File: src/sv/obrf_pkg.sv
// Package for the overwriting byte ring FIFO.
// Holds the operation codes, the fixed field widths, the reset defaults and the per-beat result flags.
// No dependencies.
`timescale 1ns / 1ps
`default_nettype none

package obrf_pkg;

    // Fixed field widths.
    localparam int KIND_W      = 3;
    localparam int BYTE_W      = 8;
    localparam int CNT_W       = 8;
    localparam int RING_SIZE_W = 9;

    // Default storage depth and ring size after reset.
    localparam int DEPTH_DEFAULT   = 256;
    localparam int RING_SIZE_RESET = 256;

    // Operation codes carried in the kind field.
    typedef enum logic [KIND_W-1:0] {
        KIND_PUSH     = 3'd0,
        KIND_POP      = 3'd1,
        KIND_PEEK_OLD = 3'd2,
        KIND_PEEK_NEW = 3'd3,
        KIND_CLEAR    = 3'd4
    } kind_t;

    // Result of one operation, apart from the byte that comes from the store.
    typedef struct packed {
        logic [CNT_W-1:0] fill_count;
        logic             is_empty;
        logic             empty_error;
        logic             dropped_oldest;
        logic             use_rdata;
    } res_flags_t;

endpackage : obrf_pkg

`default_nettype wire

File: src/sv/obrf_mem.sv
// Byte store of the ring FIFO: a single-port synchronous RAM.
// At most one write and one read per cycle, read data registered.
// Uses obrf_pkg for the byte width.
`timescale 1ns / 1ps
`default_nettype none

module obrf_mem #(
    parameter int DEPTH = obrf_pkg::DEPTH_DEFAULT,
    parameter int AW    = $clog2(DEPTH)
) (
    input  wire logic                       clk,
    input  wire logic                       we,
    input  wire logic                       re,
    input  wire logic [AW-1:0]              addr,
    input  wire logic [obrf_pkg::BYTE_W-1:0] wdata,
    output logic      [obrf_pkg::BYTE_W-1:0] rdata
);
    import obrf_pkg::*;

    logic [BYTE_W-1:0] mem [DEPTH];
    logic [BYTE_W-1:0] rdata_reg;

    // Write port and registered read port share one address.
    always_ff @(posedge clk)
    begin
        if (we)
        begin
            mem[addr] <= wdata;
        end
        if (re)
        begin
            rdata_reg <= mem[addr];
        end
    end

    assign rdata = rdata_reg;

endmodule : obrf_mem

`default_nettype wire

File: src/sv/obrf_ctrl.sv
// Index control of the ring FIFO: read and write indices, ring size, and the
// store access and result flags for each accepted beat.
// Uses obrf_pkg for operation codes and the result flag struct.
`timescale 1ns / 1ps
`default_nettype none

module obrf_ctrl #(
    parameter int DEPTH = obrf_pkg::DEPTH_DEFAULT,
    parameter int AW    = $clog2(DEPTH)
) (
    input  wire logic                            clk,
    input  wire logic                            rst_n,
    input  wire logic                            item_accept,
    input  wire logic [obrf_pkg::KIND_W-1:0]      kind,
    input  wire logic [obrf_pkg::BYTE_W-1:0]      push_byte,
    input  wire logic                            cfg_we,
    input  wire logic [obrf_pkg::RING_SIZE_W-1:0] ring_size,
    output logic                                 mem_we,
    output logic                                 mem_re,
    output logic      [AW-1:0]                   mem_addr,
    output logic      [obrf_pkg::BYTE_W-1:0]      mem_wdata,
    output obrf_pkg::res_flags_t                 res
);
    import obrf_pkg::*;

    // Size arithmetic must hold both DEPTH and any ring_size value.
    localparam int SZ_W = (AW + 1 > RING_SIZE_W) ? AW + 1 : RING_SIZE_W;
    localparam logic [SZ_W-1:0] DEPTH_SZ  = SZ_W'(DEPTH);
    localparam logic [SZ_W-1:0] SIZE_RST  =
        (DEPTH < RING_SIZE_RESET) ? SZ_W'(DEPTH) : SZ_W'(RING_SIZE_RESET);
    localparam logic [AW-1:0]   LAST_RST  = AW'(SIZE_RST - SZ_W'(1));

    logic [AW-1:0]   wr_idx_reg, wr_idx_next;
    logic [AW-1:0]   rd_idx_reg, rd_idx_next;
    logic [SZ_W-1:0] size_reg,   size_next;
    logic [AW-1:0]   last_reg,   last_next;

    logic [SZ_W-1:0] size_raw;
    logic [AW-1:0]   wr_adv;
    logic [AW-1:0]   rd_adv;
    logic [AW-1:0]   newest_addr;
    logic            empty_now;
    logic [SZ_W-1:0] wr_ext;
    logic [SZ_W-1:0] rd_ext;
    logic [SZ_W-1:0] cnt_full;
    kind_t           op;

    assign op = kind_t'(kind);

    // Wrapping increments and the slot of the newest byte.
    assign wr_adv      = (wr_idx_reg == last_reg) ? '0 : wr_idx_reg + AW'(1);
    assign rd_adv      = (rd_idx_reg == last_reg) ? '0 : rd_idx_reg + AW'(1);
    assign newest_addr = (wr_idx_reg == '0) ? last_reg : wr_idx_reg - AW'(1);
    assign empty_now   = (wr_idx_reg == rd_idx_reg);

    // Clamp a written ring size into the range one to DEPTH.
    always_comb
    begin
        size_raw = SZ_W'(ring_size);
        if (size_raw == '0)
        begin
            size_raw = SZ_W'(1);
        end
        if (size_raw > DEPTH_SZ)
        begin
            size_raw = DEPTH_SZ;
        end
    end

    // Next indices, store access and flags for the beat being accepted.
    always_comb
    begin
        wr_idx_next        = wr_idx_reg;
        rd_idx_next        = rd_idx_reg;
        size_next          = size_reg;
        last_next          = last_reg;
        mem_we             = 1'b0;
        mem_re             = 1'b0;
        mem_addr           = rd_idx_reg;
        mem_wdata          = push_byte;
        res.empty_error    = 1'b0;
        res.dropped_oldest = 1'b0;
        res.use_rdata      = 1'b0;

        if (cfg_we)
        begin
            size_next   = size_raw;
            last_next   = AW'(size_raw - SZ_W'(1));
            wr_idx_next = '0;
            rd_idx_next = '0;
        end
        else if (item_accept)
        begin
            unique case (op)
                KIND_PUSH:
                begin
                    mem_we      = 1'b1;
                    mem_addr    = wr_idx_reg;
                    wr_idx_next = wr_adv;
                    if (wr_adv == rd_idx_reg)
                    begin
                        rd_idx_next        = rd_adv;
                        res.dropped_oldest = 1'b1;
                    end
                end
                KIND_POP, KIND_PEEK_OLD:
                begin
                    if (empty_now)
                    begin
                        res.empty_error = 1'b1;
                    end
                    else
                    begin
                        mem_re        = 1'b1;
                        res.use_rdata = 1'b1;
                        if (op == KIND_POP)
                        begin
                            rd_idx_next = rd_adv;
                        end
                    end
                end
                KIND_PEEK_NEW:
                begin
                    if (empty_now)
                    begin
                        res.empty_error = 1'b1;
                    end
                    else
                    begin
                        mem_re        = 1'b1;
                        mem_addr      = newest_addr;
                        res.use_rdata = 1'b1;
                    end
                end
                KIND_CLEAR:
                begin
                    wr_idx_next = '0;
                    rd_idx_next = '0;
                end
                default:
                begin
                    // Unknown operation: state unchanged.
                end
            endcase
        end

        // Fill level and empty state after the operation.
        wr_ext   = SZ_W'(wr_idx_next);
        rd_ext   = SZ_W'(rd_idx_next);
        cnt_full = (wr_ext >= rd_ext) ? wr_ext - rd_ext : wr_ext + size_reg - rd_ext;
        res.fill_count = cnt_full[CNT_W-1:0];
        res.is_empty   = (wr_idx_next == rd_idx_next);
    end

    // Index and size registers.
    always_ff @(posedge clk or negedge rst_n)
    begin
        if (!rst_n)
        begin
            wr_idx_reg <= '0;
            rd_idx_reg <= '0;
            size_reg   <= SIZE_RST;
            last_reg   <= LAST_RST;
        end
        else
        begin
            wr_idx_reg <= wr_idx_next;
            rd_idx_reg <= rd_idx_next;
            size_reg   <= size_next;
            last_reg   <= last_next;
        end
    end

endmodule : obrf_ctrl

`default_nettype wire

File: src/sv/overwriting_byte_ring_fifo_core.sv
// Top level of the overwriting byte ring FIFO.
// Instantiates obrf_ctrl and obrf_mem and holds the result pipeline; uses obrf_pkg.
//
//  Channel | Signals                                            | Direction
//  --------+----------------------------------------------------+----------
//  in      | in_valid, in_stall, kind, push_byte                 | input beat
//  out     | out_valid, out_stall, read_byte, fill_count,        | result beat
//          | is_empty, empty_error, dropped_oldest               |
//  cfg     | cfg_valid, cfg_ready, ring_size                     | register write
//
// One beat is accepted per cycle while in_stall is low. Each result passes through
// the pending stage, beside the registered store read, and then the output register.
// Indices update at acceptance, so a byte pushed is visible to the next beat.
// Reset empties the ring and sets the ring size to 256 (or DEPTH if smaller);
// the store contents are not cleared and need no clearing pass.
// While a result waits under out_stall with another behind it, in_stall is raised.
`timescale 1ns / 1ps
`default_nettype none

module overwriting_byte_ring_fifo_core #(
    parameter int DEPTH = obrf_pkg::DEPTH_DEFAULT
) (
    input  wire logic                            clk,
    input  wire logic                            rst_n,
    input  wire logic                            in_valid,
    output logic                                 in_stall,
    input  wire logic [obrf_pkg::KIND_W-1:0]      kind,
    input  wire logic [obrf_pkg::BYTE_W-1:0]      push_byte,
    output logic                                 out_valid,
    input  wire logic                            out_stall,
    output logic      [obrf_pkg::BYTE_W-1:0]      read_byte,
    output logic      [obrf_pkg::CNT_W-1:0]       fill_count,
    output logic                                 is_empty,
    output logic                                 empty_error,
    output logic                                 dropped_oldest,
    input  wire logic                            cfg_valid,
    output logic                                 cfg_ready,
    input  wire logic [obrf_pkg::RING_SIZE_W-1:0] ring_size
);
    import obrf_pkg::*;

    localparam int AW = $clog2(DEPTH);

    logic              accept;
    logic              out_free;
    logic              cfg_we;
    logic              mem_we;
    logic              mem_re;
    logic [AW-1:0]     mem_addr;
    logic [BYTE_W-1:0] mem_wdata;
    logic [BYTE_W-1:0] mem_rdata;
    res_flags_t        res;

    logic              pend_valid_reg, pend_valid_next;
    res_flags_t        pend_res_reg;
    logic              out_valid_reg,  out_valid_next;
    logic [BYTE_W-1:0] read_byte_reg;
    logic [CNT_W-1:0]  fill_count_reg;
    logic              is_empty_reg;
    logic              empty_error_reg;
    logic              dropped_oldest_reg;

    // Handshakes: the pending stage moves whenever the output register frees up.
    assign out_free  = !out_valid_reg || !out_stall;
    assign in_stall  = pend_valid_reg && !out_free;
    assign accept    = in_valid && !in_stall;
    assign cfg_ready = 1'b1;
    assign cfg_we    = cfg_valid && cfg_ready;

    obrf_ctrl #(
        .DEPTH (DEPTH),
        .AW    (AW)
    ) u_ctrl (
        .clk         (clk),
        .rst_n       (rst_n),
        .item_accept (accept),
        .kind        (kind),
        .push_byte   (push_byte),
        .cfg_we      (cfg_we),
        .ring_size   (ring_size),
        .mem_we      (mem_we),
        .mem_re      (mem_re),
        .mem_addr    (mem_addr),
        .mem_wdata   (mem_wdata),
        .res         (res)
    );

    obrf_mem #(
        .DEPTH (DEPTH),
        .AW    (AW)
    ) u_mem (
        .clk   (clk),
        .we    (mem_we),
        .re    (mem_re),
        .addr  (mem_addr),
        .wdata (mem_wdata),
        .rdata (mem_rdata)
    );

    // Valid bits of the pending stage and the output register.
    always_comb
    begin
        pend_valid_next = pend_valid_reg;
        out_valid_next  = out_valid_reg;
        if (out_free)
        begin
            out_valid_next  = pend_valid_reg;
            pend_valid_next = 1'b0;
        end
        if (accept)
        begin
            pend_valid_next = 1'b1;
        end
    end

    always_ff @(posedge clk or negedge rst_n)
    begin
        if (!rst_n)
        begin
            pend_valid_reg <= 1'b0;
            out_valid_reg  <= 1'b0;
        end
        else
        begin
            pend_valid_reg <= pend_valid_next;
            out_valid_reg  <= out_valid_next;
        end
    end

    // Payload of the pending stage and the output register.
    always_ff @(posedge clk)
    begin
        if (accept)
        begin
            pend_res_reg <= res;
        end
        if (out_free && pend_valid_reg)
        begin
            read_byte_reg      <= pend_res_reg.use_rdata ? mem_rdata : '0;
            fill_count_reg     <= pend_res_reg.fill_count;
            is_empty_reg       <= pend_res_reg.is_empty;
            empty_error_reg    <= pend_res_reg.empty_error;
            dropped_oldest_reg <= pend_res_reg.dropped_oldest;
        end
    end

    assign out_valid      = out_valid_reg;
    assign read_byte      = read_byte_reg;
    assign fill_count     = fill_count_reg;
    assign is_empty       = is_empty_reg;
    assign empty_error    = empty_error_reg;
    assign dropped_oldest = dropped_oldest_reg;

endmodule : overwriting_byte_ring_fifo_core

`default_nettype wire
File: config.mk
export PLATFORM = sky130hd
export DESIGN_NAME = overwriting_byte_ring_fifo_core
export DESIGN_NICKNAME = d
export VERILOG_FILES = /design/src/sv/obrf_pkg.sv /design/src/sv/obrf_mem.sv /design/src/sv/obrf_ctrl.sv /design/src/sv/overwriting_byte_ring_fifo_core.sv
export SDC_FILE = /design/constraint.sdc
export NUM_CORES = 2
export LEC_CHECK = 0
export BUFFER_PORTS_ARGS = -buffer_cell sky130_fd_sc_hd__buf_2
export CORE_MARGIN = 3
export CORE_UTILIZATION = 63
export DETAILED_ROUTE_END_ITERATION = 7
export PLACE_DENSITY = 0.9
export SLEW_MARGIN = 15
export SYNTH_ARGS = -nofsm -noshare
export SYNTH_HDL_FRONTEND = slang
export SYNTH_HIERARCHICAL = 1
export SYNTH_SLANG_ARGS = --single-unit
File: constraint.sdc
create_clock -name clk -period 5.3 [get_ports clk]
set_clock_uncertainty 0.05 [all_clocks]
set_input_delay 0.265 -clock clk [delete_from_list [all_inputs] [get_ports clk]]
set_output_delay 0.265 -clock clk [all_outputs]
set_load 0.02 [all_outputs]
Yosys cells after proc, flatten, opt, wreduce, memory -nomap -nowiden
Memories as Yosys holds them, arrays and structs flattened. A register that Yosys moved wholly into a read port is not among the register bits.
Index checks and enable logic that the tools add are counted.
Storage, ports and cells
  bits in writable memories: 2048
  memories kept: 1
  bits in registers: 65
  bits in latches: 0
  output and inout bits: 22
  input port bits: 25
  ROM bits: 0
Cells by class
  muxes and demuxes: 32
  eq/ne operators: 9
  add/sub/neg operators: 7
  bitwise operators: 2
  multiply operators: 0
  shift-type cells: 0
  $lt $le $gt $ge: 2
  divide/modulo/power cells: 0
  reduce and logical (&&, ||, !) cells: 16
Memory list
  u_mem.mem: depth 256, bits a word 8, read ports 1, clocked after Yosys merged registers in 1, wr ports 1, line obrf_mem.sv:20  | logic [BYTE_W-1:0] mem [DEPTH];
Operators by type and width (count)
  $mux 8: 15
  $eq 8x8->1: 5
  $pmux 8 s2: 2
  $pmux 8 s3: 1
  $add 8x1->8 const B: 2
  $sub 8x1->8 const B: 2
  $sub 8x8->8: 2
  $mux 1: 13
  $gt 9x9->1 const B: 1
  $logic_not 9->1: 1
  $mux 9: 1
  $add 8x8->8: 1
  $ge 8x8->1: 1
  $logic_not 8->1: 1
  $eq 3x2->1 const B: 2
  $reduce_or 2->1: 3
  $logic_not 1->1: 4
  $eq 3x1->1 const B: 1
  $eq 3x3->1 const B: 1
  $logic_and 1x1->1: 3
  $logic_not 3->1: 1
  $reduce_or 3->1: 1
  $not 1->1: 2
  $reduce_bool 2->1: 1
  $logic_or 1x1->1: 1

Depth between registers and ports, before layout
  depth in word-level cells: 11
  gate-level depth with buffers: 23
  gate-level depth less buffers: 21

By module
The synthesis kept the hierarchy.
Modules (own cells, without submodules)
  obrf_mem: seq. area each 61739.2 sq um, cells an instance 3547, area each 78572.9 sq um, times used 1
  obrf_ctrl: seq. area each 810.8 sq um, cells an instance 537, area each 4165.2 sq um, times used 1
  overwriting_byte_ring_fifo_core: seq. area each 980.9 sq um, cells an instance 49, area each 1084.8 sq um, times used 1

Least setup slack after synthesis
OpenSTA, ideal clock, no wires.
  kind: register -> register
  start point: register u_ctrl.last_reg[5]
  end point: register pend_res_reg[11] (netlist bit) (data pin)
  data required time: 4.994 ns
  arrival: 4.291 ns
  setup slack: 0.703 ns
  setup time: 0.256 ns
  buffers on the path: 1
  stages on the path, launching flop included: 19
  path through: dfstp_2 -> xor2_1 -> nor4_4 -> and2_4 -> o41ai_2 -> o2111a_1 -> buf_6 -> mux2_4 -> a21o_1 -> fa_1 -> inv_1 -> ha_1 -> a21o_1 -> a21oi_1 -> o21bai_1 -> a21oi_1 -> o21ai_0 -> mux2i_1 -> and4b_1
RTL lines
  from (decl): line obrf_ctrl.sv:36  | logic [AW-1:0] last_reg, last_next;
  from (signal assigned): line obrf_ctrl.sv:170  | last_reg <= last_next;
  to (signal assigned): line overwriting_byte_ring_fifo_core.sv:135  | pend_res_reg <= res;
  to (decl): line overwriting_byte_ring_fifo_core.sv:55  | res_flags_t pend_res_reg;

Worst setup path in the final report
  start point: register u_ctrl.wr_idx_reg[0]
  end point: memory u_mem.mem[110][1], enable pin
Between the ends
  longest elaborated chain between the ends: 6
  elaborated cells on any way between the ends: 8
Ends and longest elaborated chain
  from (decl): line obrf_ctrl.sv:33  | logic [AW-1:0] wr_idx_reg, wr_idx_next;
  from (signal assigned): line obrf_ctrl.sv:167  | wr_idx_reg <= wr_idx_next;
  $sub 8x1->8 or $logic_not 8->1 (tied branches): line obrf_ctrl.sv:53  | assign newest_addr = (wr_idx_reg == '0) ? last_reg : wr_idx_reg - AW'(1);
  $mux 8: line obrf_ctrl.sv:53
  $mux 8 *: line obrf_ctrl.sv:124  | if (empty_now)
  $pmux 8 s2 *: line obrf_ctrl.sv:94  | unique case (op)
  $mux 8 *: line obrf_ctrl.sv:92  | else if (item_accept)
  $mux 8 *: line obrf_ctrl.sv:85  | if (cfg_we)
  net mem_addr[6]: line overwriting_byte_ring_fifo_core.sv:49  | logic [AW-1:0] mem_addr;
  to (decl): line obrf_mem.sv:20
Mark *: on every way through the listed nets, which the timed path passes. The rest lies on a longest branch.

==> results by group <==
Final layout
  – Most frequent cells in the layout: 2087 x edfxtp_1, 512 x mux4_2, 367 x buf_4
  – Final nets: between 4000 and 5000
  – Commonest non-fill, non-tap cell in the layout: edfxtp_1
  – Layout area overhead: 13.5%
  – Final instance area: 95200 sq um
  – Non-filler cells, final: approximately 6500
  – Layout cells sized above 1: 27.8%
  – Largest register FFs: 2048

Clock tree
  – TritonCTS Sinks: around 2100
  – CTS buffer count: 196
  – H-tree depth: 4
  – Clk slew on worst S/H paths: 0.07 ns
  – Root Driver: clkbuf_16
  – CTS tree: built
  – Latest clock arrival within the worst-skew pair: 0.84 ns
  – Clock buffer depth: 3

Timing
  – Worst Max-Slew Pin Slew: 1.25 ns
  – Setup ws final: -0.179 ns
  – Setup_tns: -5.41 ns
  – Pins Over Slew Limit: 0
  – Setup violators final: 72
  – Fin crit share: 103%
  – FMAX: 183 MHz
  – Crit path time final: 5.48 ns
  – Slew margin rel.: 16.6%
  – Final hold viol count: 0

Logic synthesis
  – Fraction of registers with async set/reset: 1.60%
  – Post-synthesis xor/xnor area fraction: 0.528%
  – Share of the yosys chip area belonging to registers: about 76%
  – Post-synthesis mux area share: 13.9%
  – Syn nets: approximately 4200
  – Main combinational cell family by area after synthesis: multiplexers
  – Synth cell types: 79
  – Synth Area in Compound Gates: 4.62%
  – EDFF count, synth: about 2100
  – Post-Synth Simple-Gate Area: 2.84%
  – Top_reg_cell synth: edfxtp_1
  – FF+latch count, synth: 2121
  – YS warnings: 6
  – Synth Area in Adders: less than 1%
  – Synth Area per Inst: 20.3 sq um
  – Synthesized area: 83800 sq um
  – Post-Synthesis Cells: 4133

Place
  – Gpl congestion: 0.956
  – Place WS: between 0.2 and 0.25 ns
  – Dpl cells: 6051
  – Placed instance area: around 88000 sq um
  – Port bufs: 45
  – Detail Placement HPWL: about 130000 microns

Global route
  – Largest net degree at the start of global routing: 209
  – Gr usage total: 37.2%
  – First-pass GRT wire length: about 360000 microns
  – Vias in the first global route: around 49000
  – Antenna violations before repair: 20
  – Congestion Overflow GR: 0

Floorplan
  – Core Box Area: 132000 sq um
  – Initial Util: 63.6%
  – Die H: 371 microns
  – Chip width: roughly 370 microns
  – Die ar.: 137000 sq um
  – FP Rows: approximately 130
  – IO Pins: 47

Detailed routing
  – WL/cell: 39.1 microns
  – Drt total wl: 252000 microns
  – Iter 0 DRT Violations: 9503
  – Initial DRT Pass Iterations: 8
  – Remaining routing DRC violations: 0
  – Vias per cell: 7.63
  – Via count: 49183
  – Post-DRT Antenna Nets: 0

Setup path
  – Critical-path maximum fanout: 16
  – Arr. time, crit path: 5.88 ns
  – Required time of the worst setup path: between 5 and 6 ns
  – Crit Path Category: register to register
  – Crit start category: register
  – CP endpoint kind: register

Power and ir drop
  – Peak supply drop: between 0.0003 and 0.0004 V
  – Pwr Total: around 33 mW
  – Cell leakage power: 29.7 nW
  – Pwr dens: 350 nW/um^2

Outcome
  – Status: finished with violations
  – Failing checks: setup timing

Job
  – Max-cap violations: 0

Worst hold path
  – Class of the worst hold path: input pin to register
-- repair_timing --
item	CTS	global route
hold buffers	24	1
setup buffers	0	3
hold endpoints to repair	182	45
endpoints found under the setup margin	2	82
gates cloned	0	2
resized for setup	2	17
pin swaps	0	2
-- final timing paths --
path | startpoint | endpoint | slack [ns] | depth (start not counted)
setup reg to reg | u_ctrl/wr_idx_reg[0]$_DFF_PN0_ | u_mem/mem[110][1]$_DFFE_PP_ | -0.18 | 13
setup / recovery | u_ctrl/wr_idx_reg[0]$_DFF_PN0_ | u_mem/mem[110][1]$_DFFE_PP_ | -0.18 | 13
hold reg to reg | pend_res_reg[10]$_DFFE_PP_ | fill_count[6]$_DFFE_PP_ | 0.37 | 0
hold / removal | push_byte[7] | u_mem/mem[19][7]$_DFFE_PP_ | 0.02 | 1
min in group asynchronous | rst_n | u_ctrl/size_reg[7]$_DFFE_PN0P_ | 0.60 | 3
max in group asynchronous | rst_n | u_ctrl/wr_idx_reg[0]$_DFF_PN0_ | 3.53 | 4
-- stage by stage --
step | utilization (%) | hold slack, ns
after floorplan | - | -0.0806
after global placement | 67.1 | 0.351
after detailed placement | 67.1 | 0.358
after CTS | 72.0 | 0.00976
after global routing | 72.2 | 0.0524
final | 72.2 | 0.0244
-- report_power, final --
| group | switching, mW | leakage [nW] | internal (mW) |
|---|---|---|---|
| combinational | 0.494 | 7.40 | 0.157 |
| clock | 6.41 | 3.07 | 7.78 |
| sequential | 0.0220 | 19.2 | 18.4 |
-- critical path: stages, from the launching register on --
cell	delay, ns
dfrtp_2	0.49
inv_1	0.22
ha_1	0.23
nand2b_1	0.14
nor4_1	0.39
xnor2_1	0.17
a21oi_1	0.22
a21oi_1	0.11
a31o_1	0.24
a21oi_1	0.62
nor2b_1	0.34
buf_4	0.34
nand2_1	0.55
nor2_1	0.95
-- layer usage --
metal / share of wire [%] / vias to the layer above / global-route usage (%)
met5: 0.071 / - / 0.392
met4: 8.2 / 20 / 22.3
met3: 15 / 1412 / 10.6
met2: 47 / 5674 / 58.4
met1: 30 / 24174 / 46.7
li1: - / 17903 / -
-- cells in the mapped netlist, types with 4 or more instances --
| master | number | area [sq um] |
|---|---|---|
| a211oi_1 | 4 | 30.0 |
| a21o_1 | 11 | 82.6 |
| a21oi_1 | 174 | 871 |
| a221o_1 | 4 | 40.0 |
| a221oi_1 | 4 | 35.0 |
| a22oi_1 | 260 | 1950 |
| a31o_1 | 4 | 35.0 |
| a31oi_1 | 5 | 31.3 |
| and2_1 | 16 | 100 |
| and3_1 | 4 | 25.0 |
| buf_1 | 21 | 78.8 |
| buf_2 | 42 | 210 |
| buf_4 | 34 | 255 |
| buf_6 | 20 | 225 |
| clkbuf_1 | 164 | 616 |
| dfrtp_1 | 26 | 651 |
| dfstp_2 | 8 | 210 |
| edfxtp_1 | 2087 | 62700 |
| fa_1 | 8 | 160 |
| ha_1 | 21 | 263 |
| inv_1 | 39 | 146 |
| mux2_2 | 4 | 45.0 |
| mux2i_1 | 5 | 50.1 |
| mux4_2 | 512 | 11500 |
| nand2_1 | 61 | 229 |
| nand2b_1 | 16 | 100 |
| nand3_1 | 25 | 125 |
| nand4_1 | 13 | 81.3 |
| nor2_1 | 289 | 1080 |
| nor2b_1 | 14 | 87.6 |
| nor3_1 | 47 | 235 |
| nor4_1 | 7 | 43.8 |
| o21ai_0 | 28 | 140 |
| o41ai_1 | 33 | 289 |
| or2_2 | 5 | 31.3 |
| or3_1 | 6 | 37.5 |
| xnor2_1 | 22 | 193 |
| xor2_1 | 23 | 201 |
-- cell families after synthesis --
| logic type | Yosys count |
|---|---|
| AOI/OAI and AO/OA | 568 |
| xor gates and xnor gates | 48 |
| adders and majority gates | 29 |
| buffers and inverters | 320 |
| DFF | 2121 |
| muxes | 522 |
| other | 1 |
| and+or+nand+nor | 524 |
-- final cells by class --
type	instances	area, sq um
fillers	6668	36600
clock buffers	233	5150
well taps	1755	2200
flip-flops and latches	2121	63500
diodes	11	27.5
clock inverters	124	1130
multi-input cells	1692	18900
inverters	39	146
repair buffers	475	4080
Power figures use the tool's default switching activity.
